--- src/sv/hry_pkg.sv ---
// Package: fixed-point widths, matrix coefficients and payload types for the hue rotator.
package hry_pkg;

  localparam int COEF_FRAC_BITS = 14;
  localparam int CHANNEL_BITS   = 8;
  localparam int ANGLE_W        = 16;

  localparam int COEF_W = COEF_FRAC_BITS + 2;
  localparam int YIQ_W  = CHANNEL_BITS + COEF_FRAC_BITS + 2;
  localparam int PROD_W = YIQ_W + ANGLE_W;
  localparam int ROT_W  = PROD_W + 1 - COEF_FRAC_BITS;
  localparam int ACC_W  = ROT_W + COEF_W + 2;

  localparam logic [CHANNEL_BITS-1:0] CHAN_MAX = {CHANNEL_BITS{1'b1}};

  localparam int CFG_IDX_W = 2;
  localparam logic [CFG_IDX_W-1:0] CFG_COS = 2'd0;
  localparam logic [CFG_IDX_W-1:0] CFG_SIN = 2'd1;

  localparam logic signed [ANGLE_W-1:0] COS_RESET = ANGLE_W'(64'sd1 <<< COEF_FRAC_BITS);
  localparam logic signed [ANGLE_W-1:0] SIN_RESET = '0;

  typedef logic signed [COEF_W-1:0] coef_t;

  // round half away from zero, thousandths to F fractional bits
  function automatic longint milli_to_fixed(longint k);
    longint mag;
    longint r;
    mag = (k < 0) ? -k : k;
    r   = (mag * (64'sd1 <<< COEF_FRAC_BITS) * 2 + 1000) / 2000;
    return (k < 0) ? -r : r;
  endfunction

  localparam coef_t TO_YIQ [3][3] = '{
    '{COEF_W'(milli_to_fixed(299)),  COEF_W'(milli_to_fixed(587)),
      COEF_W'(milli_to_fixed(114))},
    '{COEF_W'(milli_to_fixed(596)),  COEF_W'(milli_to_fixed(-274)),
      COEF_W'(milli_to_fixed(-321))},
    '{COEF_W'(milli_to_fixed(211)),  COEF_W'(milli_to_fixed(-523)),
      COEF_W'(milli_to_fixed(311))}
  };

  localparam coef_t TO_RGB [3][3] = '{
    '{COEF_W'(milli_to_fixed(1000)), COEF_W'(milli_to_fixed(956)),
      COEF_W'(milli_to_fixed(621))},
    '{COEF_W'(milli_to_fixed(1000)), COEF_W'(milli_to_fixed(-272)),
      COEF_W'(milli_to_fixed(-647))},
    '{COEF_W'(milli_to_fixed(1000)), COEF_W'(milli_to_fixed(-1107)),
      COEF_W'(milli_to_fixed(1705))}
  };

  typedef struct packed {
    logic [CHANNEL_BITS-1:0] red_in;
    logic [CHANNEL_BITS-1:0] green_in;
    logic [CHANNEL_BITS-1:0] blue_in;
    logic                    last_pixel;
  } pix_in_t;

  typedef struct packed {
    logic [CHANNEL_BITS-1:0] red_out;
    logic [CHANNEL_BITS-1:0] green_out;
    logic [CHANNEL_BITS-1:0] blue_out;
    logic                    last_out;
  } pix_out_t;

  typedef struct packed {
    logic signed [YIQ_W-1:0] y;
    logic signed [YIQ_W-1:0] i;
    logic signed [YIQ_W-1:0] q;
    logic                    last;
  } yiq_t;

  typedef struct packed {
    logic signed [ROT_W-1:0] y;
    logic signed [ROT_W-1:0] i;
    logic signed [ROT_W-1:0] q;
    logic                    last;
  } rot_t;

  typedef struct packed {
    logic en;
    logic valid;
  } stage_ctl_t;

endpackage

--- src/sv/hry_to_rgb.sv ---
// Stages four and five: YIQ to RGB products, then row sums with clamp.
module hry_to_rgb import hry_pkg::*; (
  input  logic       clk_i,
  input  logic       rst_ni,
  input  stage_ctl_t ctl_i,
  input  rot_t       rot_i,
  output logic       valid_o,
  output pix_out_t   pix_o
);

  logic                    m_valid_q;
  logic signed [ACC_W-1:0] prod_q [3][3];
  logic                    m_last_q;

  logic                    o_valid_q;
  pix_out_t                pix_q;

  logic [CHANNEL_BITS-1:0] chan_d [3];

  always_ff @(posedge clk_i or negedge rst_ni) begin
    if (!rst_ni) begin
      m_valid_q <= 1'b0;
      o_valid_q <= 1'b0;
    end else if (ctl_i.en) begin
      m_valid_q <= ctl_i.valid;
      o_valid_q <= m_valid_q;
    end
  end

  always_ff @(posedge clk_i) begin
    if (ctl_i.en) begin
      for (int r = 0; r < 3; r++) begin
        prod_q[r][0] <= ACC_W'(TO_RGB[r][0]) * ACC_W'(rot_i.y);
        prod_q[r][1] <= ACC_W'(TO_RGB[r][1]) * ACC_W'(rot_i.i);
        prod_q[r][2] <= ACC_W'(TO_RGB[r][2]) * ACC_W'(rot_i.q);
      end
      m_last_q <= rot_i.last;
    end
  end

  always_comb begin
    logic signed [ACC_W-1:0] acc;
    logic        [ACC_W-1:0] whole;
    for (int r = 0; r < 3; r++) begin
      acc   = prod_q[r][0] + prod_q[r][1] + prod_q[r][2];
      whole = ACC_W'($unsigned(acc) >> (2 * COEF_FRAC_BITS));
      if (acc[ACC_W-1]) begin
        chan_d[r] = '0;
      end else if (whole > ACC_W'(CHAN_MAX)) begin
        chan_d[r] = CHAN_MAX;
      end else begin
        chan_d[r] = whole[CHANNEL_BITS-1:0];
      end
    end
  end

  always_ff @(posedge clk_i) begin
    if (ctl_i.en) begin
      pix_q.red_out   <= chan_d[0];
      pix_q.green_out <= chan_d[1];
      pix_q.blue_out  <= chan_d[2];
      pix_q.last_out  <= m_last_q;
    end
  end

  assign valid_o = o_valid_q;
  assign pix_o   = pix_q;

endmodule

--- config.mk ---
export PLATFORM = sky130hd
export DESIGN_NAME = hry_to_rgb
export DESIGN_NICKNAME = d
export VERILOG_FILES = /design/src/sv/hry_pkg.sv /design/src/sv/hry_to_rgb.sv
export SDC_FILE = /design/constraint.sdc
export NUM_CORES = 2
export LEC_CHECK = 0
export BUFFER_PORTS_ARGS = -buffer_cell sky130_fd_sc_hd__buf_2
export CORE_ASPECT_RATIO = 0.75
export CORE_MARGIN = 4
export CORE_UTILIZATION = 45
export DETAILED_ROUTE_END_ITERATION = 8
export GPL_ROUTABILITY_DRIVEN = 0
export PLACE_DENSITY = 0.62
export SLEW_MARGIN = 10
export SYNTH_ARGS = -nofsm -noshare
export SYNTH_HDL_FRONTEND = slang
export SYNTH_SLANG_ARGS = --single-unit
--- constraint.sdc ---
create_clock -name clk_i -period 5.8 [get_ports clk_i]
set_clock_uncertainty 0.1 [all_clocks]
set_input_delay 0.29 -clock clk_i [delete_from_list [all_inputs] [get_ports clk_i]]
set_output_delay 0.29 -clock clk_i [all_outputs]
set_load 0.03 [all_outputs]
==> qor.csv <==
metric,value,unit
outcome,"finished, violations left",
failing checks,negative setup slack,
RR Startpoint,prod_q[2][93],
CP Launch Type,input port,
Syn Inst Count,5570,
largest fanout on the critical path,5,
gr usage total,0.2572,
CTS max path bufs,3,
drt first pass iters,5,
initial antenna violation count,0,
vias per inst,5.069,
Least-Margin Pin Slew,0.8636,ns
most common cell in the synthesized netlist,inv_1,
Period minus WS final,5.839,ns
CTS Buf Count,23,
slew margin rel.,0.4167,
Initial Utilization,0.4534,
hold endpoint,prod_q[2][105],
final worst setup slack,-0.03855,ns
worst hold path cell count,1,
R2R setup slack,0.37,ns
RSZ-0062 raised after global routing,true,
synth-to-layout area growth,23.60,%
number of routed nets with antenna violations,0,
CP endpoint kind,flip-flop,
layout cells sized above 1,0.2257,
post-synth top area share,0.3661,
vias in the first global route,45980,
Tightest Hold Check Type,input port to flip-flop,
Synth Net Count,7615,
Synth area leaders,"fa_1, ha_1, edfxtp_1, inv_1, xnor2_1",
global-route wire length before repair,266.3,mm
max-cap check violation count,0,
overflow left after global routing,0,
sequential-to-total area share from yosys stat,0.1493,
1st-iter DRT viols,3057,
min-delay src,ctl_i[1],
crit path DAT,6.05,ns
RR Endpoint,pix_o[7],
Root Buffer Master,clkbuf_16,
YS warnings,0,
final-report setup violation count,2,
PortBufs,111,
Clock Latency Late Sink,0.58,ns
WP data required,6.02,ns
final core utilization,0.5603,
Mapped Area,58460,µm²
hpwl dp,153.5,mm
clock sink count,291,
Core Area,128900,µm²
period utilization,1.007,
max-slew violation count,0,
Die ar.,135800,µm²
mean post-synth cell area,10.50,µm²
fraction of registers with async set or reset after synthesis,0.006873,
DR WL/cell,20.23,µm
Hold Fails Final Rpt,0,
Synth Flop Type,edfxtp_1,
row cnt,114,
largest net degree at the start of global routing,109,
# DRC,0,
"Reg clk slew, reported paths",0.10,ns
"area leader, netlist",fa_1,
final net count,8850,
H-tree level count,1,
most frequent cells after synthesis,"inv_1, fa_1, ha_1",
fillers,11310,
type of the worst setup path,input port to flip-flop,
Die Ht,320.1,µm
CTS tree,built,
final wirelength,173.2,mm
synth unique cells,82,
Die Wd,424.2,µm
total vias in the final route,43410,
Synth Register Bits,291,
Reg2Reg Depth,13,
Peak Freq,0.1713,GHz
Post-synth EDFFs,289,
I/O pins,112,
==> worst max-delay path, stage by stage <==
cell and delay [ns]:
clkbuf_4 0.17, fa_1 0.49, fa_1 0.56, fa_1 0.45, fa_1 0.54, fa_1 0.56
inv_2 0.05, fa_1 0.52, inv_2 0.06, ha_4 0.26, a21oi_4 0.19, o21ai_4 0.10
a311oi_2 0.20, buf_4 0.19, nor3_4 0.05, nor3_2 0.17, buf_4 0.18, a31oi_4 0.12
a31oi_4 0.19, nand3_2 0.11, a31o_4 0.26, o41ai_4 0.23, xnor2_1 0.10
==> flip-flops by register name, summed over array words and instances, names as in the netlist <==
register and cells:
pix_o 25, prod_q 263, valid_o 1, m_last_q 1
m_valid_q 1
==> how the worst max path moves through the flow <==
stage	start	to	slack, ns	cells after the start
after global routing	rot_i[11]	prod_q[0][40]	-0.21	23
after detailed placement	rot_i[11]	prod_q[0][40]	-0.99	22
after CTS	rot_i[19]	prod_q[0][40]	-0.05	22
final	rot_i[10]	prod_q[0][40]	-0.04	23
after global placement	rot_i[19]	prod_q[0][40]	-0.91	22
after floorplan	rot_i[44]	prod_q[0][89]	-0.06	22
==> metrics by stage <==
stage          area, µm²  setup WS, ns  hold WS, ns  instances   TNS, ns
4_1_cts            70700      -0.05301       0.1460       8529  -0.05301
5_1_grt            72250       -0.2108       0.1620       8562    -1.301
3_3_place_gp       69210       -0.9130     -0.02628       8434    -36.41
2_1_floorplan      58650      -0.06216      -0.1056       5570  -0.06876
3_5_place_dp       69210       -0.9915     -0.02367       8434    -41.35
6_report           72250      -0.03855       0.1494       8563  -0.05264
==> final cells by class <==
type,count,area [µm²],area share
sequential,291,8728,0.1208
multi-input combinational,3733,45400,0.6284
clock inverter,19,206.4,0.002857
tap,1740,2177,0.03013
clock buffer,23,575.6,0.007966
antenna,1,2.502,0.00003464
inverter,1515,5694,0.07881
timing repair buffer,1241,9464,0.1310
==> per-layer routing <==
layer | track usage | wire length [µm] | up-vias
li1 | - | - | 20200
met1 | 0.3748 | 78170 | 21780
met2 | 0.4090 | 78650 | 1243
met3 | 0.03947 | 11580 | 186
met4 | 0.05373 | 4794 | 0
met5 | 0 | 0 | -
==> cell usage in the layout, fill, tap and decap left out, types with 8 or more instances in the layout <==
master and count:
o21ai_1 20, buf_6 30, fa_1 1034, buf_12 9, edfxtp_1 289, ha_1 838
nand4_1 28, and2_1 31, xor2_1 123, nand2_1 148, inv_2 28, nand2b_1 41
a211oi_1 19, clkbuf_16 23, xnor2_1 207, a211o_1 12, nor2_1 139, nor3_1 38
o21ai_0 113, o21bai_1 31, buf_4 1085, a21o_1 157, dlygate4sd3_1 31, or2_2 19
a31oi_1 16, o21a_1 30, o211ai_1 15, a21oi_4 8, buf_2 76, a21oi_2 41
a21oi_1 233, inv_1 1485, o21ai_2 10, fa_2 35, ha_2 9, ha_4 43
and3_1 26, nand3_1 51, nor2b_1 23
==> cells by family (layout without fill, tap and decap cells) <==
logic type      Yosys count  count (layout)  synth area share
xor+xnor                339             339           0.05079
simple gates            595             595           0.04993
mux                       9               9          0.001605
fa+ha+maj              1959            1959            0.5566
other cells               0               1                 0
compound gates          831             831           0.09246
buf+inv                1546            2798           0.09931
flops                   291             291            0.1493
==> timing repair <==
item / CTS / global route
resized for setup: 58 / 297
endpoints found under the setup margin: 29 / 52
buffers inserted: 22 / 35
hold buffers: 31 / 0
pin swaps: 33 / 151
hold endpoints to repair: 31 / 0
Power is not shown: default switching activity piles up to over one toggle a cycle in this logic, so the estimate is an artifact.
