<file path="config.mk">
export PLATFORM = sky130hd
export DESIGN_NAME = hry_rotate
export DESIGN_NICKNAME = d
export VERILOG_FILES = /design/src/sv/hry_pkg.sv /design/src/sv/hry_rotate.sv
export SDC_FILE = /design/constraint.sdc
export NUM_CORES = 2
export LEC_CHECK = 0
export BUFFER_PORTS_ARGS = -buffer_cell sky130_fd_sc_hd__buf_2
export CAP_MARGIN = 10
export CELL_PAD_IN_SITES_DETAIL_PLACEMENT = 1
export CELL_PAD_IN_SITES_GLOBAL_PLACEMENT = 1
export CORE_UTILIZATION = 52
export DETAILED_ROUTE_END_ITERATION = 16
export PLACE_DENSITY_LB_ADDON = 0.08
export SLEW_MARGIN = 15
export SYNTH_ARGS = -nofsm -noshare
export SYNTH_HDL_FRONTEND = slang
export SYNTH_SLANG_ARGS = --single-unit
</file>
<file path="constraint.sdc">
create_clock -name clk_i -period 3.7 [get_ports clk_i]
set_input_delay 0 -clock clk_i [delete_from_list [all_inputs] [get_ports clk_i]]
set_output_delay 0 -clock clk_i [all_outputs]
set_load 0.02 [all_outputs]
</file>
<file path="src/sv/hry_pkg.sv">
// Package: fixed-point widths, matrix coefficients and payload types for the hue rotator.
package hry_pkg;

  localparam int COEF_FRAC_BITS = 14;
  localparam int CHANNEL_BITS   = 8;
  localparam int ANGLE_W        = 16;

  localparam int COEF_W = COEF_FRAC_BITS + 2;
  localparam int YIQ_W  = CHANNEL_BITS + COEF_FRAC_BITS + 2;
  localparam int PROD_W = YIQ_W + ANGLE_W;
  localparam int ROT_W  = PROD_W + 1 - COEF_FRAC_BITS;
  localparam int ACC_W  = ROT_W + COEF_W + 2;

  localparam logic [CHANNEL_BITS-1:0] CHAN_MAX = {CHANNEL_BITS{1'b1}};

  localparam int CFG_IDX_W = 2;
  localparam logic [CFG_IDX_W-1:0] CFG_COS = 2'd0;
  localparam logic [CFG_IDX_W-1:0] CFG_SIN = 2'd1;

  localparam logic signed [ANGLE_W-1:0] COS_RESET = ANGLE_W'(64'sd1 <<< COEF_FRAC_BITS);
  localparam logic signed [ANGLE_W-1:0] SIN_RESET = '0;

  typedef logic signed [COEF_W-1:0] coef_t;

  // round half away from zero, thousandths to F fractional bits
  function automatic longint milli_to_fixed(longint k);
    longint mag;
    longint r;
    mag = (k < 0) ? -k : k;
    r   = (mag * (64'sd1 <<< COEF_FRAC_BITS) * 2 + 1000) / 2000;
    return (k < 0) ? -r : r;
  endfunction

  localparam coef_t TO_YIQ [3][3] = '{
    '{COEF_W'(milli_to_fixed(299)),  COEF_W'(milli_to_fixed(587)),
      COEF_W'(milli_to_fixed(114))},
    '{COEF_W'(milli_to_fixed(596)),  COEF_W'(milli_to_fixed(-274)),
      COEF_W'(milli_to_fixed(-321))},
    '{COEF_W'(milli_to_fixed(211)),  COEF_W'(milli_to_fixed(-523)),
      COEF_W'(milli_to_fixed(311))}
  };

  localparam coef_t TO_RGB [3][3] = '{
    '{COEF_W'(milli_to_fixed(1000)), COEF_W'(milli_to_fixed(956)),
      COEF_W'(milli_to_fixed(621))},
    '{COEF_W'(milli_to_fixed(1000)), COEF_W'(milli_to_fixed(-272)),
      COEF_W'(milli_to_fixed(-647))},
    '{COEF_W'(milli_to_fixed(1000)), COEF_W'(milli_to_fixed(-1107)),
      COEF_W'(milli_to_fixed(1705))}
  };

  typedef struct packed {
    logic [CHANNEL_BITS-1:0] red_in;
    logic [CHANNEL_BITS-1:0] green_in;
    logic [CHANNEL_BITS-1:0] blue_in;
    logic                    last_pixel;
  } pix_in_t;

  typedef struct packed {
    logic [CHANNEL_BITS-1:0] red_out;
    logic [CHANNEL_BITS-1:0] green_out;
    logic [CHANNEL_BITS-1:0] blue_out;
    logic                    last_out;
  } pix_out_t;

  typedef struct packed {
    logic signed [YIQ_W-1:0] y;
    logic signed [YIQ_W-1:0] i;
    logic signed [YIQ_W-1:0] q;
    logic                    last;
  } yiq_t;

  typedef struct packed {
    logic signed [ROT_W-1:0] y;
    logic signed [ROT_W-1:0] i;
    logic signed [ROT_W-1:0] q;
    logic                    last;
  } rot_t;

  typedef struct packed {
    logic en;
    logic valid;
  } stage_ctl_t;

endpackage

</file>
<file path="src/sv/hry_rotate.sv">
// Stages two and three: I/Q rotation products, then sums with floor shift.
module hry_rotate import hry_pkg::*; (
  input  logic                      clk_i,
  input  logic                      rst_ni,
  input  stage_ctl_t                ctl_i,
  input  yiq_t                      yiq_i,
  input  logic signed [ANGLE_W-1:0] cos_i,
  input  logic signed [ANGLE_W-1:0] sin_i,
  output logic                      valid_o,
  output rot_t                      rot_o
);

  logic                     p_valid_q;
  logic signed [PROD_W-1:0] ci_q, sq_q, si_q, cq_q;
  logic signed [YIQ_W-1:0]  p_y_q;
  logic                     p_last_q;

  logic                     r_valid_q;
  rot_t                     rot_q;

  logic signed [PROD_W:0]   sum_i_d, sum_q_d;

  always_ff @(posedge clk_i or negedge rst_ni) begin
    if (!rst_ni) begin
      p_valid_q <= 1'b0;
      r_valid_q <= 1'b0;
    end else if (ctl_i.en) begin
      p_valid_q <= ctl_i.valid;
      r_valid_q <= p_valid_q;
    end
  end

  always_ff @(posedge clk_i) begin
    if (ctl_i.en) begin
      ci_q     <= PROD_W'(cos_i) * PROD_W'(yiq_i.i);
      sq_q     <= PROD_W'(sin_i) * PROD_W'(yiq_i.q);
      si_q     <= PROD_W'(sin_i) * PROD_W'(yiq_i.i);
      cq_q     <= PROD_W'(cos_i) * PROD_W'(yiq_i.q);
      p_y_q    <= yiq_i.y;
      p_last_q <= yiq_i.last;
    end
  end

  assign sum_i_d = (PROD_W+1)'(ci_q) - (PROD_W+1)'(sq_q);
  assign sum_q_d = (PROD_W+1)'(si_q) + (PROD_W+1)'(cq_q);

  always_ff @(posedge clk_i) begin
    if (ctl_i.en) begin
      rot_q.y    <= ROT_W'(p_y_q);
      rot_q.i    <= ROT_W'(sum_i_d >>> COEF_FRAC_BITS);
      rot_q.q    <= ROT_W'(sum_q_d >>> COEF_FRAC_BITS);
      rot_q.last <= p_last_q;
    end
  end

  assign valid_o = r_valid_q;
  assign rot_o   = rot_q;

endmodule

</file>
==> flow_metrics.env <==
export IMPL_fin_crit_sh_pct=172
export IMPL_synth_net_count=9051
export IMPL_netlist_instances=6976
export IMPL_wirelength_um=289000
export IMPL_cts_made_buffers=35
export IMPL_firstDrtPassIters=9
export IMPL_tightestPinTransition_ps=895
export IMPL_postLayoutCoreUtil_pct=66.9
export IMPL_insertion_delay_ps=680
export IMPL_crit_fanout=7
export IMPL_row_count=130
export IMPL_grt_overflow=0
export IMPL_setup_ws_ps=-2680
export IMPL_min_to="p_y_q[0]$_DFFE_PP_"
export IMPL_synth_ff_type="edfxtp_1"
export IMPL_ys_seq_area_share_pct=12.0
export IMPL_cts_tree="built"
export IMPL_via_per_inst=5.98
export IMPL_antenna_found_initial=19
export IMPL_r2r_cells=12
export IMPL_min_delay_start="yiq_i[49]"
export IMPL_yosys_warnings=0
export IMPL_clk_path_buf_depth=3
export IMPL_synthDistinctLibCells=80
export IMPL_hold_depth=2
export IMPL_period_minus_slack_ps=6380
export IMPL_ios=192
export IMPL_skew_ps=52.8
export IMPL_hpwl_um=173000
export IMPL_io_buffers=191
export IMPL_drive_above_1_share_pct=25.7
export IMPL_die_y_um=359
export IMPL_maxCapViolations=0
export IMPL_cp_startpoint="sin_i[7]"
export IMPL_violations="setup timing"
export IMPL_synth_edf_count=264
export IMPL_cts_root_buf="clkbuf_16"
export IMPL_multi_input_area_um2=53700
export IMPL_nets=10143
export IMPL_worst_setup_path_end_kind="register"
export IMPL_status="finished, violations left"
export IMPL_nFillCells=13523
export IMPL_start_util_pct=52.6
export IMPL_clk_pin_slew_ps=70
export IMPL_final_hold_viol_count=0
export IMPL_grt_pass1_wl_um=376000
export IMPL_ff_latch_area_um2=7980
export IMPL_area_growth_pct=27.2
export IMPL_dieArea_um2=129000
export IMPL_reg2reg_to="rot_o[40]$_DFFE_PP_"
export IMPL_rrSetupSlack_ps=30
export IMPL_rsz0062_at_grt="true"
export IMPL_ys_ff_latch=266
export IMPL_die_width_um=359
export IMPL_h_tree_depth=2
export IMPL_critPathSlowestCell="fa_1"
export IMPL_vias=58364
export IMPL_grt_pass1_vias=64625
export IMPL_start_kind="primary input"
export IMPL_crit_top_cell="fa_1"
export IMPL_max_freq_ghz=0.157
export IMPL_grt_max_degree=84
export IMPL_finalMaxSlewViolations=0
export IMPL_wl_per_cell_um=29.6
export IMPL_core_region_area_um2=126000
export IMPL_cpPeakStageDelay_ps=620
export IMPL_place_congestion=0.895
export IMPL_drcViolationCount=0
export IMPL_slew_headroom_pct=40.3
export IMPL_cts_sinks=266
export IMPL_syn_cell_area_um2=66200
export IMPL_track_usage_pct=38.3
export IMPL_crit_required_ps=4080
export IMPL_avgSynthCellArea_um2=9.49
export IMPL_antenna_left=0
export IMPL_critical_path_class="primary input to register"
export IMPL_synthArstFlopShare_pct=0.752
export IMPL_arrival_ps=6760
export IMPL_setup_viol=127
export IMPL_drt_initial_drc_count=5396
export IMPL_hold_class="primary input to register"
export IMPL_worstReg2RegStart="ci_q[17]$_DFFE_PP_"
[critical path, delay by kind of cell]
family / cells / cell delay [ps]
xor gates and xnor gates: 1 / 70
AOI/OAI and AO/OA: 8 / 1940
adders and majority gates: 7 / 3240
and+or+nand+nor: 2 / 220
buffers and inverters: 8 / 1260
[timing repair]
action / 4_1_cts / 5_1_grt
setup buffers: 143 / 75
endpoints found under the hold margin: 52 / 0
hold buffers: 29 / 0
endpoints found under the setup margin: 136 / 151
pin swaps: 261 / 236
gates resized for setup: 587 / 285
cloned: 11 / 3
[state kept, by name, indices dropped and copies added (netlist names)]
| name | flops |
|---|---|
| p_last_q | 1 |
| p_y_q | 24 |
| valid_o | 1 |
| rot_o | 79 |
| si_q | 40 |
| ci_q | 40 |
| cq_q | 40 |
| p_valid_q | 1 |
| sq_q | 40 |
[cell usage after synthesis, types with 47 or more instances]
master / number / area, um2
inv_1: 1768 / 6640
fa_1: 1496 / 29900
nand2_1: 932 / 3500
and2_1: 603 / 3770
ha_1: 470 / 5880
clkbuf_1: 313 / 1170
edfxtp_1: 264 / 7930
nor2_1: 169 / 634
a21oi_1: 163 / 816
xnor2_1: 148 / 1300
a21o_1: 113 / 848
o21ai_0: 90 / 450
xor2_1: 62 / 543
nand2b_1: 47 / 294
[cells by family (layout without fill, tap and decap cells)]
logic type / after synthesis / count (layout) / share of synthesized area, %
XOR/XNOR: 210 / 210 / 2.78
flip-flops: 266 / 266 / 12.0
AND/OR/NAND/NOR: 1888 / 1888 / 13.6
buffers and inverters: 2089 / 3206 / 11.9
adder cells (fa/ha/maj): 1966 / 1966 / 54.1
multiplexers: 3 / 3 / 0.0510
other: 0 / 16 / 0
AO/OA/AOI/OAI: 554 / 554 / 5.55
[metrics by stage]
step                hold WS (ps)  area (um2)  worst slack [ps]  setup TNS, ps  std cells
finish                      76.5       84300             -2680        -230390       9759
detailed placement          -208       77600             -3120        -286570       9460
floorplan                   -296       68800             -2280        -163230       6976
CTS                         52.0       82700             -2090        -173100       9678
global route                82.2       84200             -2920        -239060       9744
global placement            -216       77600             -2980        -268460       9460
[cell type report]
| cell class | count | share of cell area, % |
|---|---|---|
| Tap cell | 1650 | 2.45 |
| Antenna cell | 16 | 0.0475 |
| Sequential cell | 266 | 9.47 |
| Multi-Input combinational cell | 4621 | 63.7 |
| Clock inverter | 21 | 0.244 |
| Clock buffer | 41 | 1.07 |
| Inverter | 1768 | 7.89 |
| Timing Repair Buffer | 1376 | 15.1 |
[cells in the final DEF (no fill, tap or decap), types with 75 or more instances in the layout]
cell type	netlist	layout
a21oi_1	163	89
edfxtp_1	264	264
buf_2	1	121
fa_1	1496	1430
and2_1	603	528
buf_12	0	117
nand2_1	932	867
inv_1	1768	1662
and2_4	0	75
buf_6	0	136
xnor2_1	148	121
a21o_1	113	112
inv_2	0	104
ha_1	470	402
buf_4	3	912
nor2_1	169	126
[per-layer routing]
layer / vias up / GRT usage [%] / routed length (um)
met5: - / 0 / 106
met4: 16 / 25.4 / 30700
met3: 1827 / 5.31 / 28600
met2: 3996 / 65.3 / 136000
met1: 29771 / 45.3 / 94300
li1: 22754 / - / -
[worst max-delay path by stage]
stage	endpoint	slack, ps	cells after the start
after floorplan	sq_q[39]$_DFFE_PP_	-2280	25
after global placement	ci_q[37]$_DFFE_PP_	-2980	26
after detailed placement	ci_q[37]$_DFFE_PP_	-3120	26
after CTS	si_q[39]$_DFFE_PP_	-2090	23
after global routing	sq_q[39]$_DFFE_PP_	-2920	25
final	sq_q[37]$_DFFE_PP_	-2680	26
Power is not shown: default switching activity piles up to over one toggle a cycle in this logic, so the estimate is an artifact.
