$ cat src/sv/hry_pkg.sv
// Package: fixed-point widths, matrix coefficients and payload types for the hue rotator.
package hry_pkg;

  localparam int COEF_FRAC_BITS = 14;
  localparam int CHANNEL_BITS   = 8;
  localparam int ANGLE_W        = 16;

  localparam int COEF_W = COEF_FRAC_BITS + 2;
  localparam int YIQ_W  = CHANNEL_BITS + COEF_FRAC_BITS + 2;
  localparam int PROD_W = YIQ_W + ANGLE_W;
  localparam int ROT_W  = PROD_W + 1 - COEF_FRAC_BITS;
  localparam int ACC_W  = ROT_W + COEF_W + 2;

  localparam logic [CHANNEL_BITS-1:0] CHAN_MAX = {CHANNEL_BITS{1'b1}};

  localparam int CFG_IDX_W = 2;
  localparam logic [CFG_IDX_W-1:0] CFG_COS = 2'd0;
  localparam logic [CFG_IDX_W-1:0] CFG_SIN = 2'd1;

  localparam logic signed [ANGLE_W-1:0] COS_RESET = ANGLE_W'(64'sd1 <<< COEF_FRAC_BITS);
  localparam logic signed [ANGLE_W-1:0] SIN_RESET = '0;

  typedef logic signed [COEF_W-1:0] coef_t;

  // round half away from zero, thousandths to F fractional bits
  function automatic longint milli_to_fixed(longint k);
    longint mag;
    longint r;
    mag = (k < 0) ? -k : k;
    r   = (mag * (64'sd1 <<< COEF_FRAC_BITS) * 2 + 1000) / 2000;
    return (k < 0) ? -r : r;
  endfunction

  localparam coef_t TO_YIQ [3][3] = '{
    '{COEF_W'(milli_to_fixed(299)),  COEF_W'(milli_to_fixed(587)),
      COEF_W'(milli_to_fixed(114))},
    '{COEF_W'(milli_to_fixed(596)),  COEF_W'(milli_to_fixed(-274)),
      COEF_W'(milli_to_fixed(-321))},
    '{COEF_W'(milli_to_fixed(211)),  COEF_W'(milli_to_fixed(-523)),
      COEF_W'(milli_to_fixed(311))}
  };

  localparam coef_t TO_RGB [3][3] = '{
    '{COEF_W'(milli_to_fixed(1000)), COEF_W'(milli_to_fixed(956)),
      COEF_W'(milli_to_fixed(621))},
    '{COEF_W'(milli_to_fixed(1000)), COEF_W'(milli_to_fixed(-272)),
      COEF_W'(milli_to_fixed(-647))},
    '{COEF_W'(milli_to_fixed(1000)), COEF_W'(milli_to_fixed(-1107)),
      COEF_W'(milli_to_fixed(1705))}
  };

  typedef struct packed {
    logic [CHANNEL_BITS-1:0] red_in;
    logic [CHANNEL_BITS-1:0] green_in;
    logic [CHANNEL_BITS-1:0] blue_in;
    logic                    last_pixel;
  } pix_in_t;

  typedef struct packed {
    logic [CHANNEL_BITS-1:0] red_out;
    logic [CHANNEL_BITS-1:0] green_out;
    logic [CHANNEL_BITS-1:0] blue_out;
    logic                    last_out;
  } pix_out_t;

  typedef struct packed {
    logic signed [YIQ_W-1:0] y;
    logic signed [YIQ_W-1:0] i;
    logic signed [YIQ_W-1:0] q;
    logic                    last;
  } yiq_t;

  typedef struct packed {
    logic signed [ROT_W-1:0] y;
    logic signed [ROT_W-1:0] i;
    logic signed [ROT_W-1:0] q;
    logic                    last;
  } rot_t;

  typedef struct packed {
    logic en;
    logic valid;
  } stage_ctl_t;

endpackage

$ cat src/sv/hry_to_yiq.sv
// Stage one: RGB to YIQ constant matrix.
module hry_to_yiq import hry_pkg::*; (
  input  logic       clk_i,
  input  logic       rst_ni,
  input  stage_ctl_t ctl_i,
  input  pix_in_t    pix_i,
  output logic       valid_o,
  output yiq_t       yiq_o
);

  logic signed [YIQ_W-1:0] acc_d [3];
  logic                    valid_q;
  yiq_t                    yiq_q;

  always_comb begin
    logic signed [YIQ_W-1:0] ch [3];
    ch[0] = YIQ_W'(signed'({1'b0, pix_i.red_in}));
    ch[1] = YIQ_W'(signed'({1'b0, pix_i.green_in}));
    ch[2] = YIQ_W'(signed'({1'b0, pix_i.blue_in}));
    for (int r = 0; r < 3; r++) begin
      acc_d[r] = '0;
      for (int c = 0; c < 3; c++) begin
        acc_d[r] = acc_d[r] + YIQ_W'(TO_YIQ[r][c]) * ch[c];
      end
    end
  end

  always_ff @(posedge clk_i or negedge rst_ni) begin
    if (!rst_ni) begin
      valid_q <= 1'b0;
    end else if (ctl_i.en) begin
      valid_q <= ctl_i.valid;
    end
  end

  always_ff @(posedge clk_i) begin
    if (ctl_i.en) begin
      yiq_q.y    <= acc_d[0];
      yiq_q.i    <= acc_d[1];
      yiq_q.q    <= acc_d[2];
      yiq_q.last <= pix_i.last_pixel;
    end
  end

  assign valid_o = valid_q;
  assign yiq_o   = yiq_q;

endmodule

$ cat config.mk
export PLATFORM = sky130hd
export DESIGN_NAME = hry_to_yiq
export DESIGN_NICKNAME = d
export VERILOG_FILES = /design/src/sv/hry_pkg.sv /design/src/sv/hry_to_yiq.sv
export SDC_FILE = /design/constraint.sdc
export NUM_CORES = 1
export LEC_CHECK = 0
export BUFFER_PORTS_ARGS = -buffer_cell sky130_fd_sc_hd__buf_2
export CORE_AREA = 5 5 231 233
export DETAILED_ROUTE_END_ITERATION = 8
export DIE_AREA = 0 0 236 238
export HOLD_SLACK_MARGIN = 0.02
export MAX_ROUTING_LAYER = met4
export PLACE_DENSITY = 0.54
export SETUP_SLACK_MARGIN = 0.3
export SLEW_MARGIN = 20
export SYNTH_ARGS = -nofsm -noshare
export SYNTH_HDL_FRONTEND = slang
export SYNTH_SLANG_ARGS = --single-unit
$ cat constraint.sdc
create_clock -name clk_i -period 1 [get_ports clk_i]
set_input_delay 0.1 -clock clk_i [delete_from_list [all_inputs] [get_ports clk_i]]
set_output_delay 0.1 -clock clk_i [all_outputs]
set_load 0.005 [all_outputs]
==> results of run 1 <==
-- state kept, by name, summed over array words and instances, names as in the netlist --
signal	count
valid_o	1
yiq_o	72
-- metal layers --
layer / routed length, um / part of all wire (%) / up-vias
met2: 31500 / 48 / 239
met3: 2900 / 4.5 / 79
li1: - / - / 7669
met5: 0 / 0 / -
met1: 28700 / 44 / 7998
met4: 1980 / 3.0 / 0
-- final cells by class --
cell class                 count  area, um^2
fill                        4398       21400
multi-input combinational   1329       18600
timing repair buffer         685        5520
sequential                    73        2190
inverter                     562        2130
tap                          680         851
clock buffer                  10         229
clock inverter                 6        42.5
antenna                        1        2.50
-- worst paths after layout --
path,from,end,depth (start not counted)
worst max-delay path,pix_i[7],yiq_o[22],31
worst min-delay path,ctl_i[1],valid_o,2
worst max register to register,valid_o,valid_o,1
worst min register to register,valid_o,valid_o,1
max in group asynchronous,rst_ni,valid_o,3
min in group asynchronous,rst_ni,valid_o,3
-- repair_timing --
action                                 in CTS  in global routing
setup endpoints to repair                 146                146
pin swaps                                 182                136
hold buffers                                4                  0
gates resized for setup                   295                133
setup buffers                              43                 21
endpoints found under the hold margin       3                  0
-- kinds of logic after synthesis --
group,Yosys count,share of synthesized area (%)
XOR/XNOR,110,4.78
flip-flops,73,10.9
AO/OA/AOI/OAI,249,8.12
multiplexers,2,0.106
buffers and inverters,569,10.6
adder cells (fa/ha/maj),760,60.3
AND/OR/NAND/NOR,208,5.20
-- metrics by stage --
| step | cells | setup TNS, ns |
|---|---|---|
| after detailed placement | 3261 | -324.59 |
| final | 3346 | -290.24 |
| after CTS | 3324 | -285.90 |
| after floorplan | 1971 | -275.88 |
| after global placement | 3261 | -322.06 |
| after global routing | 3346 | -301.67 |
-- Yosys cell counts, types with 6 or more instances --
cell type	count	area (um^2)
sky130_fd_sc_hd__inv_1	562	2110
sky130_fd_sc_hd__ha_1	408	5100
sky130_fd_sc_hd__fa_1	352	7050
sky130_fd_sc_hd__xnor2_1	80	701
sky130_fd_sc_hd__a21oi_1	79	395
sky130_fd_sc_hd__edfxtp_1	72	2160
sky130_fd_sc_hd__nor2_1	52	195
sky130_fd_sc_hd__nand2_1	47	176
sky130_fd_sc_hd__o21ai_0	35	175
sky130_fd_sc_hd__a21o_1	31	233
sky130_fd_sc_hd__xor2_1	30	263
sky130_fd_sc_hd__nand3_1	17	85.1
sky130_fd_sc_hd__a31oi_1	15	93.8
sky130_fd_sc_hd__nor3_1	15	75.1
sky130_fd_sc_hd__o21a_1	13	97.6
sky130_fd_sc_hd__nand2b_1	12	75.1
sky130_fd_sc_hd__or2_2	12	75.1
sky130_fd_sc_hd__and3_1	10	62.6
sky130_fd_sc_hd__nor2b_1	10	62.6
sky130_fd_sc_hd__a211oi_1	7	52.6
sky130_fd_sc_hd__nor3b_1	7	52.6
sky130_fd_sc_hd__clkbuf_1	6	22.5
sky130_fd_sc_hd__o211ai_1	6	45.0
sky130_fd_sc_hd__o21bai_1	6	45.0
sky130_fd_sc_hd__o41ai_1	6	52.6
-- critical path, delay by kind of cell --
kind / cells / cell delay [ns]
adders and majority gates: 9 / 4.05
AOI/OAI and AO/OA: 7 / 1.12
and+or+nand+nor: 5 / 0.72
buffers and inverters: 8 / 0.60
xor gates and xnor gates: 2 / 0.25
==> key figures, run 1 <==
Finish
  • Ratio of cells with drive above 1 in the final layout: between 40% and 50%
  • Fin util: between 50% and 60%
  • Top library cells by usage in the layout, fill and taps aside: sky130_fd_sc_hd__inv_1, sky130_fd_sc_hd__buf_4, sky130_fd_sc_hd__fa_1
  • Net total in the final layout: ~3,400
  • Summed area of non-filler cells in the final layout: about 30,000 um^2
  • Layout-stage area growth over the synthesis result: 46.8%
  • Most frequent standard cell in the layout excluding fill and tap cells: sky130_fd_sc_hd__inv_1

Setup path
  • Endpoint arrival time on the critical path: slightly below 7 ns
  • Flop-to-flop setup slack: around 0.26 ns
  • CP endpoint kind: register
  • Startpoint types: primary input
  • Maximum fanout encountered on the critical timing path: 4
  • Largest stage delay on the critical path: slightly below 0.6 ns
  • Slowest CP cell: sky130_fd_sc_hd__fa_2
  • Most used cell, CP: sky130_fd_sc_hd__fa_1
  • Type of the setup path with the least slack: primary input to register
  • Critical path data required time: ~1.1 ns

Logic synthesis
  • Mean instance size in the synthesized netlist: between 10 and 15 um^2
  • Net Count, Synth: between 2,000 and 3,000
  • Most used DFF post-synth: sky130_fd_sc_hd__edfxtp_1
  • Number of flops mapped to enable cells by yosys: 72
  • Sequential fraction of the synthesis area: a little over a tenth
  • Mapped Area: a little over 20,000 um^2
  • Yosys synthesis warning count: 0
  • Share of flip-flops with an asynchronous set or reset after synthesis: between 1 and 1.5%
  • Number of cells produced by synthesis: slightly below 2,000
  • Distinct cells, synth: between 60 and 70
  • Post-synthesis sequential element count: 73

Global route
  • Wire length of the first global-routing pass: approximately 100,000 um
  • Antenna violations before repair: 1
  • Largest net degree at the start of global routing: 40
  • Via count of the first global-routing pass: approximately 18,000
  • Overall track demand over capacity in global routing: 24.4%
  • Global Route met1 Usage: between 30 and 40%
  • Grt peak-use layer: met2
  • Met3 usage: 4.38%
  • Remaining Overflow, GRT: 0
  • Met2 global-route usage: between 40% and 50%

Placed design
  • Pre-CTS setup slack: -6.21 ns
  • Weighted congestion reported at the end of routability-driven placement: approximately 1
  • Placement Cell Area: roughly 27,000 um^2
  • Port buffer count: 102
  • Final HPWL from detailed placement: ~58,000 um

Floorplan
  • Area of the core: slightly above 50,000 um^2
  • Starting density of the core: a little under 40%
  • I/O pin cnt: a little over 100
  • Chip Height: 238 um
  • Standard-cell rows: between 80 and 90
  • Total die area: around 56,000 um^2
  • Width of the chip: roughly 240 um

Clocking
  • Worst skew pair latency: 0.39 ns
  • Number of buffers added by the clock tree synthesis step: 9
  • Clock root buffer master: sky130_fd_sc_hd__clkbuf_16
  • Buffer levels on the longest clock path: 2
  • Clock input transition at the sequential cells of the worst setup and hold paths: about 0.07 ns
  • Clock sink count: 73
  • # H-tree levels: 3
  • TritonCTS clock tree: done

STA
  • RSZ-0062 raised after global routing: yes
  • Number of setup violations in the final report: 72
  • Peak Freq: between 100 and 150 MHz
  • Shortest clock period the worst path allows after layout: around 6.7 ns
  • Final Slew Violations: 0
  • Worst-case clock skew: 0 ns
  • Final period utilization: 671%
  • Slew at the pin with the worst max-slew slack: between 0.4 and 0.5 ns
  • Final WS setup: -5.71 ns
  • Relative max-transition margin: about 70%
  • Final hold violation count: 0
  • Hold slack final: 0.116 ns

Outcome
  • Result of the run: finished with violations
  • Violations in the final reports: negative setup slack

Route
  • Detailed-route vias per instance: roughly 4.8
  • Post-route ant nets: 0
  • DRC errors left: 0
  • Count of vias placed by the detailed router: 16,000
  • Detailed-route wire length: about 65,000 um
  • Drt pass-1 iters: 5
  • Iteration-0 DRC count of the detailed router: 685
  • Per-cell routed wire length: between 15 and 20 um

Worst hold path
  • Worst hold path class: primary input to register

Flow run
  • # Max-Cap Violations: 0
Power of run 1 is not shown: default switching activity piles up to over one toggle a cycle in this logic, so the estimate is an artifact.
==> inputs of run 2 (changes only) <==
- PLACE_DENSITY: 0.54 -> default
==> key figures, run 2 (synthesis results as in run 1) <==
Floorplan
  • Width of the chip: 236 um (unchanged)
  • I/O pin cnt: 103 (unchanged)
  • Chip Height: 238 um (unchanged)
  • Starting density of the core: 39.5% (unchanged)
  • Standard-cell rows: 83 (unchanged)
  • Area of the core: 51,000 um^2 (unchanged)
  • Total die area: 56,200 um^2 (unchanged)

Route
  • Post-route ant nets: 0 (unchanged)
  • Per-cell routed wire length: 19.0 um (-2.2%)
  • DRC errors left: 0 (unchanged)
  • Iteration-0 DRC count of the detailed router: 699 (+2.0%)
  • Detailed-route vias per instance: 4.83 (+1.1%)
  • Drt pass-1 iters: 5 (unchanged)
  • Detailed-route wire length: 63,400 um (-2.7%)
  • Count of vias placed by the detailed router: 16,100 (+0.56%)

Clocking
  • Clock input transition at the sequential cells of the worst setup and hold paths: 0.07 ns (about the same)
  • # H-tree levels: 3 (unchanged)
  • Buffer levels on the longest clock path: 2 (unchanged)
  • TritonCTS clock tree: done
  • Clock root buffer master: sky130_fd_sc_hd__clkbuf_16
  • Number of buffers added by the clock tree synthesis step: 9 (unchanged)
  • Worst skew pair latency: 0.38 ns (about the same)
  • Clock sink count: 73 (unchanged)

Finish
  • Area taken by flip-flops and latches: 2190 um^2 (unchanged)
  • Ratio of cells with drive above 1 in the final layout: 40.7% (-0.84 points)
  • Flip-flop count of the largest register after layout: 72 (unchanged)
  • ANT cells: 0 (-1)
  • Fin util: 57.7% (-0.27 points)
  • Most frequent standard cell in the layout excluding fill and tap cells: sky130_fd_sc_hd__inv_1
  • Layout-stage area growth over the synthesis result: 46.1%
  • Area occupied by multi-input gates: 18,600 um^2 (about the same)
  • Net total in the final layout: 3,433 (-0.46%)
  • Total of fill cells in the finished design: 4,292 (-2.4%)
  • Top library cells by usage in the layout, fill and taps aside: sky130_fd_sc_hd__inv_1, sky130_fd_sc_hd__buf_4, sky130_fd_sc_hd__fa_1

Setup path
  • Endpoint arrival time on the critical path: 6.78 ns (-0.07 ns)
  • Largest stage delay on the critical path: 0.57 ns (-0.02 ns)
  • Critical path data required time: 1.12 ns (-0.02 ns)
  • CP endpoint kind: register
  • Type of the setup path with the least slack: primary input to register
  • Slowest CP cell: sky130_fd_sc_hd__fa_2
  • Startpoint types: primary input
  • Maximum fanout encountered on the critical timing path: 4 (unchanged)

Global route
  • Largest net degree at the start of global routing: 33 (-18%)
  • Via count of the first global-routing pass: 17,700 (-1.4%)
  • Overall track demand over capacity in global routing: 23.7% (-0.65 points)
  • Remaining Overflow, GRT: 0 (unchanged)
  • Wire length of the first global-routing pass: 99,800 um (-1.3%)
  • Antenna violations before repair: 0 (-1)

Placed design
  • Final HPWL from detailed placement: 55,700 um (-3.2%)
  • Port buffer count: 102 (unchanged)
  • Weighted congestion reported at the end of routability-driven placement: 0.976 (-3.7%)

STA
  • Final WS setup: -5.66 ns (+0.0496 ns)
  • Number of setup violations in the final report: 74 (+2.8%)
  • Shortest clock period the worst path allows after layout: 6.66 ns (-0.0496 ns)
  • Final Slew Violations: 0 (unchanged)
  • Final hold violation count: 0 (unchanged)
  • Relative max-transition margin: 64.5% (-3.7 points)
  • Final period utilization: 666% (-5.0 points)
  • RSZ-0062 raised after global routing: yes
  • Peak Freq: 150 MHz (+0.74%)
  • Slew at the pin with the worst max-slew slack: 0.530 ns (+0.0544 ns)
  • Worst-case clock skew: 0 ns (unchanged)

Outcome
  • Result of the run: finished with violations
  • Violations in the final reports: negative setup slack

Worst hold path
  • Worst hold path class: primary input to register

Flow run
  • # Max-Cap Violations: 0 (unchanged)
run 2: area by class of cell:
| type | count | share of cell area (%) |
|---|---|---|
| multi-input cells | 1329 | 63.1 |
| repair buffers | 669 | 18.1 |
| flip-flops and latches | 73 | 7.43 |
| inverters | 562 | 7.24 |
| clock buffers | 10 | 0.778 |
| clock inverters | 6 | 0.391 |
| well taps | 680 | 2.89 |
run 2: worst max-delay path: cells and delay by family:
kind,cells,cell delay (ns)
buffers and inverters,7,0.45
XOR/XNOR,1,0.15
AND/OR/NAND/NOR,7,1.00
adder cells (fa/ha/maj),9,4.15
AO/OA/AOI/OAI,6,0.91
run 2: path summary, 6_finish.rpt:
path,from,end,slack [ns],cells past startpoint
hold reg to reg,valid_o,valid_o,0.51,1
setup / recovery,pix_i[7],yiq_o[21],-5.66,30
hold / removal,ctl_i[1],yiq_o[0],0.09,1
min in group asynchronous,rst_ni,valid_o,0.56,3
setup reg to reg,valid_o,valid_o,0.26,1
max in group asynchronous,rst_ni,valid_o,0.34,3
run 2: metal layers:
metal	GRT usage, %	vias to the layer above	routed length, um
met1	30.9	8062	27900
li1	-	7643	-
met5	-	-	0
met2	39.8	298	31100
met3	3.18	72	2610
met4	5.52	0	1720
run 2: through the flow:
step	setup slack, ns	area [um^2]	std cells	TNS, ns	hold WS [ns]
3_5_place_dp	-6.17	26800	3258	-324.83	-0.122
4_1_cts	-5.59	28500	3312	-285.49	0.0537
2_1_floorplan	-5.85	21600	1971	-275.88	-0.196
6_report	-5.66	29400	3329	-287.87	0.0854
5_1_grt	-5.87	29400	3329	-299.87	0.0709
3_3_place_gp	-6.10	26800	3258	-322.48	-0.126
run 2: repair_timing:
action | CTS | global route
endpoints found under the setup margin | 146 | 146
setup buffers | 34 | 17
resized for setup | 231 | 165
pin swaps | 139 | 107
endpoints found under the hold margin | 3 | 0
hold buffers | 4 | 0
Power of run 2 is left out for the same reason.
==> inputs of run 3 (changes only) <==
- BUFFER_PORTS_ARGS: -buffer_cell sky130_fd_sc_hd__buf_2 -> -buffer_cell sky130_fd_sc_hd__buf_4
- clock period: 1 -> 7.8 ns (I/O delays scaled with it)
==> key figures, run 3 (synthesis results as in run 1) <==
Setup path
  • Type of the setup path with the least slack: primary input to register
  • Largest stage delay on the critical path: 0.59 ns (+0.02 ns)
  • Slowest CP cell: sky130_fd_sc_hd__fa_2
  • Startpoint types: primary input
  • CP endpoint kind: register
  • Maximum fanout encountered on the critical timing path: 4 (unchanged)
  • Most used cell, CP: sky130_fd_sc_hd__fa_1
  • Endpoint arrival time on the critical path: 7.81 ns (+1.03 ns)
  • Critical path data required time: 8.05 ns (+6.93 ns)

Route
  • Detailed-route wire length: 56,400 um (-11%)
  • DRC errors left: 0 (unchanged)
  • Iteration-0 DRC count of the detailed router: 687 (-1.7%)
  • Post-route ant nets: 0 (unchanged)
  • Drt pass-1 iters: 5 (unchanged)
  • Detailed-route vias per instance: 4.90 (+1.5%)
  • Per-cell routed wire length: 19.3 um (+1.3%)
  • Count of vias placed by the detailed router: 14,300 (-11%)

Clocking
  • TritonCTS clock tree: done
  • Clock root buffer master: sky130_fd_sc_hd__clkbuf_16
  • Buffer levels on the longest clock path: 2 (unchanged)
  • Number of buffers added by the clock tree synthesis step: 9 (unchanged)
  • Worst skew pair latency: 0.38 ns (about the same)
  • Clock input transition at the sequential cells of the worst setup and hold paths: 0.06 ns (about the same)
  • # H-tree levels: 3 (unchanged)
  • Hold buffers post-CTS: 0 (-4)
  • Clock sink count: 73 (unchanged)

Worst hold path
  • Worst hold path class: primary input to async pin

Finish
  • Fin util: 46.8% (-11 points)
  • Post-Layout Cell Count: 2,923 (-12%)
  • Ratio of cells with drive above 1 in the final layout: 17.7% (-23 points)
  • Net total in the final layout: 3,028 (-12%)
  • Top library cells by usage in the layout, fill and taps aside: sky130_fd_sc_hd__inv_1, sky130_fd_sc_hd__ha_1, sky130_fd_sc_hd__fa_1
  • Layout-stage area growth over the synthesis result: 18.6%
  • Flip-flop count of the largest register after layout: 72 (unchanged)
  • ANT cells: 0 (unchanged)
  • Most frequent standard cell in the layout excluding fill and tap cells: sky130_fd_sc_hd__inv_1

STA
  • Final Slew Violations: 0 (unchanged)
  • Hold slack final: 0.161 ns (+0.0758 ns)
  • Worst-case clock skew: 0 ns (unchanged)
  • Peak Freq: approximately 130 MHz
  • Shortest clock period the worst path allows after layout: about 7.6 ns
  • Final hold violation count: 0 (unchanged)
  • Number of setup violations in the final report: 0 (-100%)
  • Final period utilization: 97.0%
  • RSZ-0062 raised after global routing: yes
  • Slew at the pin with the worst max-slew slack: 0.614 ns (+0.0832 ns)
  • Relative max-transition margin: 58.6% (-5.9 points)

Global route
  • Remaining Overflow, GRT: 0 (unchanged)
  • Via count of the first global-routing pass: 15,400 (-13%)
  • Overall track demand over capacity in global routing: 20.9% (-2.8 points)
  • Antenna violations before repair: 0 (unchanged)
  • Largest net degree at the start of global routing: 47 (+42%)
  • Wire length of the first global-routing pass: 87,500 um (-12%)

Floorplan
  • Total die area: 56,200 um^2 (unchanged)
  • I/O pin cnt: 103 (unchanged)
  • Chip Height: 238 um (unchanged)
  • Area of the core: 51,000 um^2 (unchanged)
  • Starting density of the core: 39.5% (unchanged)
  • Width of the chip: 236 um (unchanged)
  • Standard-cell rows: 83 (unchanged)

Placed design
  • Port buffer count: 102 (unchanged)
  • Cell count after placement: 2,903 (-11%)
  • Weighted congestion reported at the end of routability-driven placement: 0.992 (+1.7%)
  • Final HPWL from detailed placement: 50,500 um (-9.4%)

Flow run
  • # Max-Cap Violations: 0 (unchanged)

Outcome
  • Result of the run: finished, final reports clean
==> run 3: cell types whose count changed in the layout (fill, tap and decap cells not counted), sizes merged <==
cell | previous run | this run
dlygate4sd3 | 4 | 0
inv | 563 | 562
bufinv | 3 | 2
clkbuf | 10 | 9
clkinv | 1 | 3
buf | 665 | 264
==> run 3: final timing paths <==
check | from | end | slack (ns) | depth (start not counted)
worst max-delay path | pix_i[6] | yiq_o[24] | 0.23 | 29
worst min-delay path | rst_ni | valid_o | 0.16 | 1
worst max register to register | valid_o | valid_o | 7.06 | 1
worst min register to register | valid_o | valid_o | 0.52 | 1
max in group asynchronous | rst_ni | valid_o | 7.56 | 1
min in group clk_i | valid_o | valid_o | 0.52 | 1
==> run 3: cell type report <==
class | count | area, um^2
Fill cell | 4770 | 27100
Multi-Input combinational cell | 1329 | 16400
Sequential cell | 73 | 2190
Inverter | 562 | 2110
Timing Repair Buffer | 264 | 2000
Tap cell | 680 | 851
Clock buffer | 9 | 225
Clock inverter | 6 | 83.8
==> run 3: metrics by stage <==
step / setup TNS (ns) / cell area, um^2 / worst slack (ns)
after floorplan: 0 / 20200 / 0.211
after global routing: 0 / 23900 / 0.0962
final: 0 / 23900 / 0.232
after detailed placement: -0.609 / 23000 / -0.123
after CTS: 0 / 23300 / 0.296
after global placement: -0.229 / 23000 / -0.0998
==> run 3: metal layers <==
layer  share of wire [%]  track usage (%)  vias to the layer above
met3                 4.3             2.99                       56
met5                   0                -                        -
met1                  47             28.8                     7183
met2                  46             32.9                      264
li1                    -                -                     6824
met4                 2.2             5.05                        0
==> run 3: timing repair <==
item | in CTS | in global routing
resized for setup | 0 | 121
setup buffers | 0 | 5
setup endpoints to repair | 1 | 21
pin swaps | 1 | 71
cloned | 0 | 0
==> run 3: worst max-delay path, delay by kind of cell <==
kind / cells / cell delay, ns
adders and majority gates: 9 / 4.17
buffers and inverters: 8 / 0.68
xor gates and xnor gates: 1 / 0.19
and+or+nand+nor: 4 / 0.81
AOI/OAI and AO/OA: 7 / 1.18
Power of run 3 is left out for the same reason.
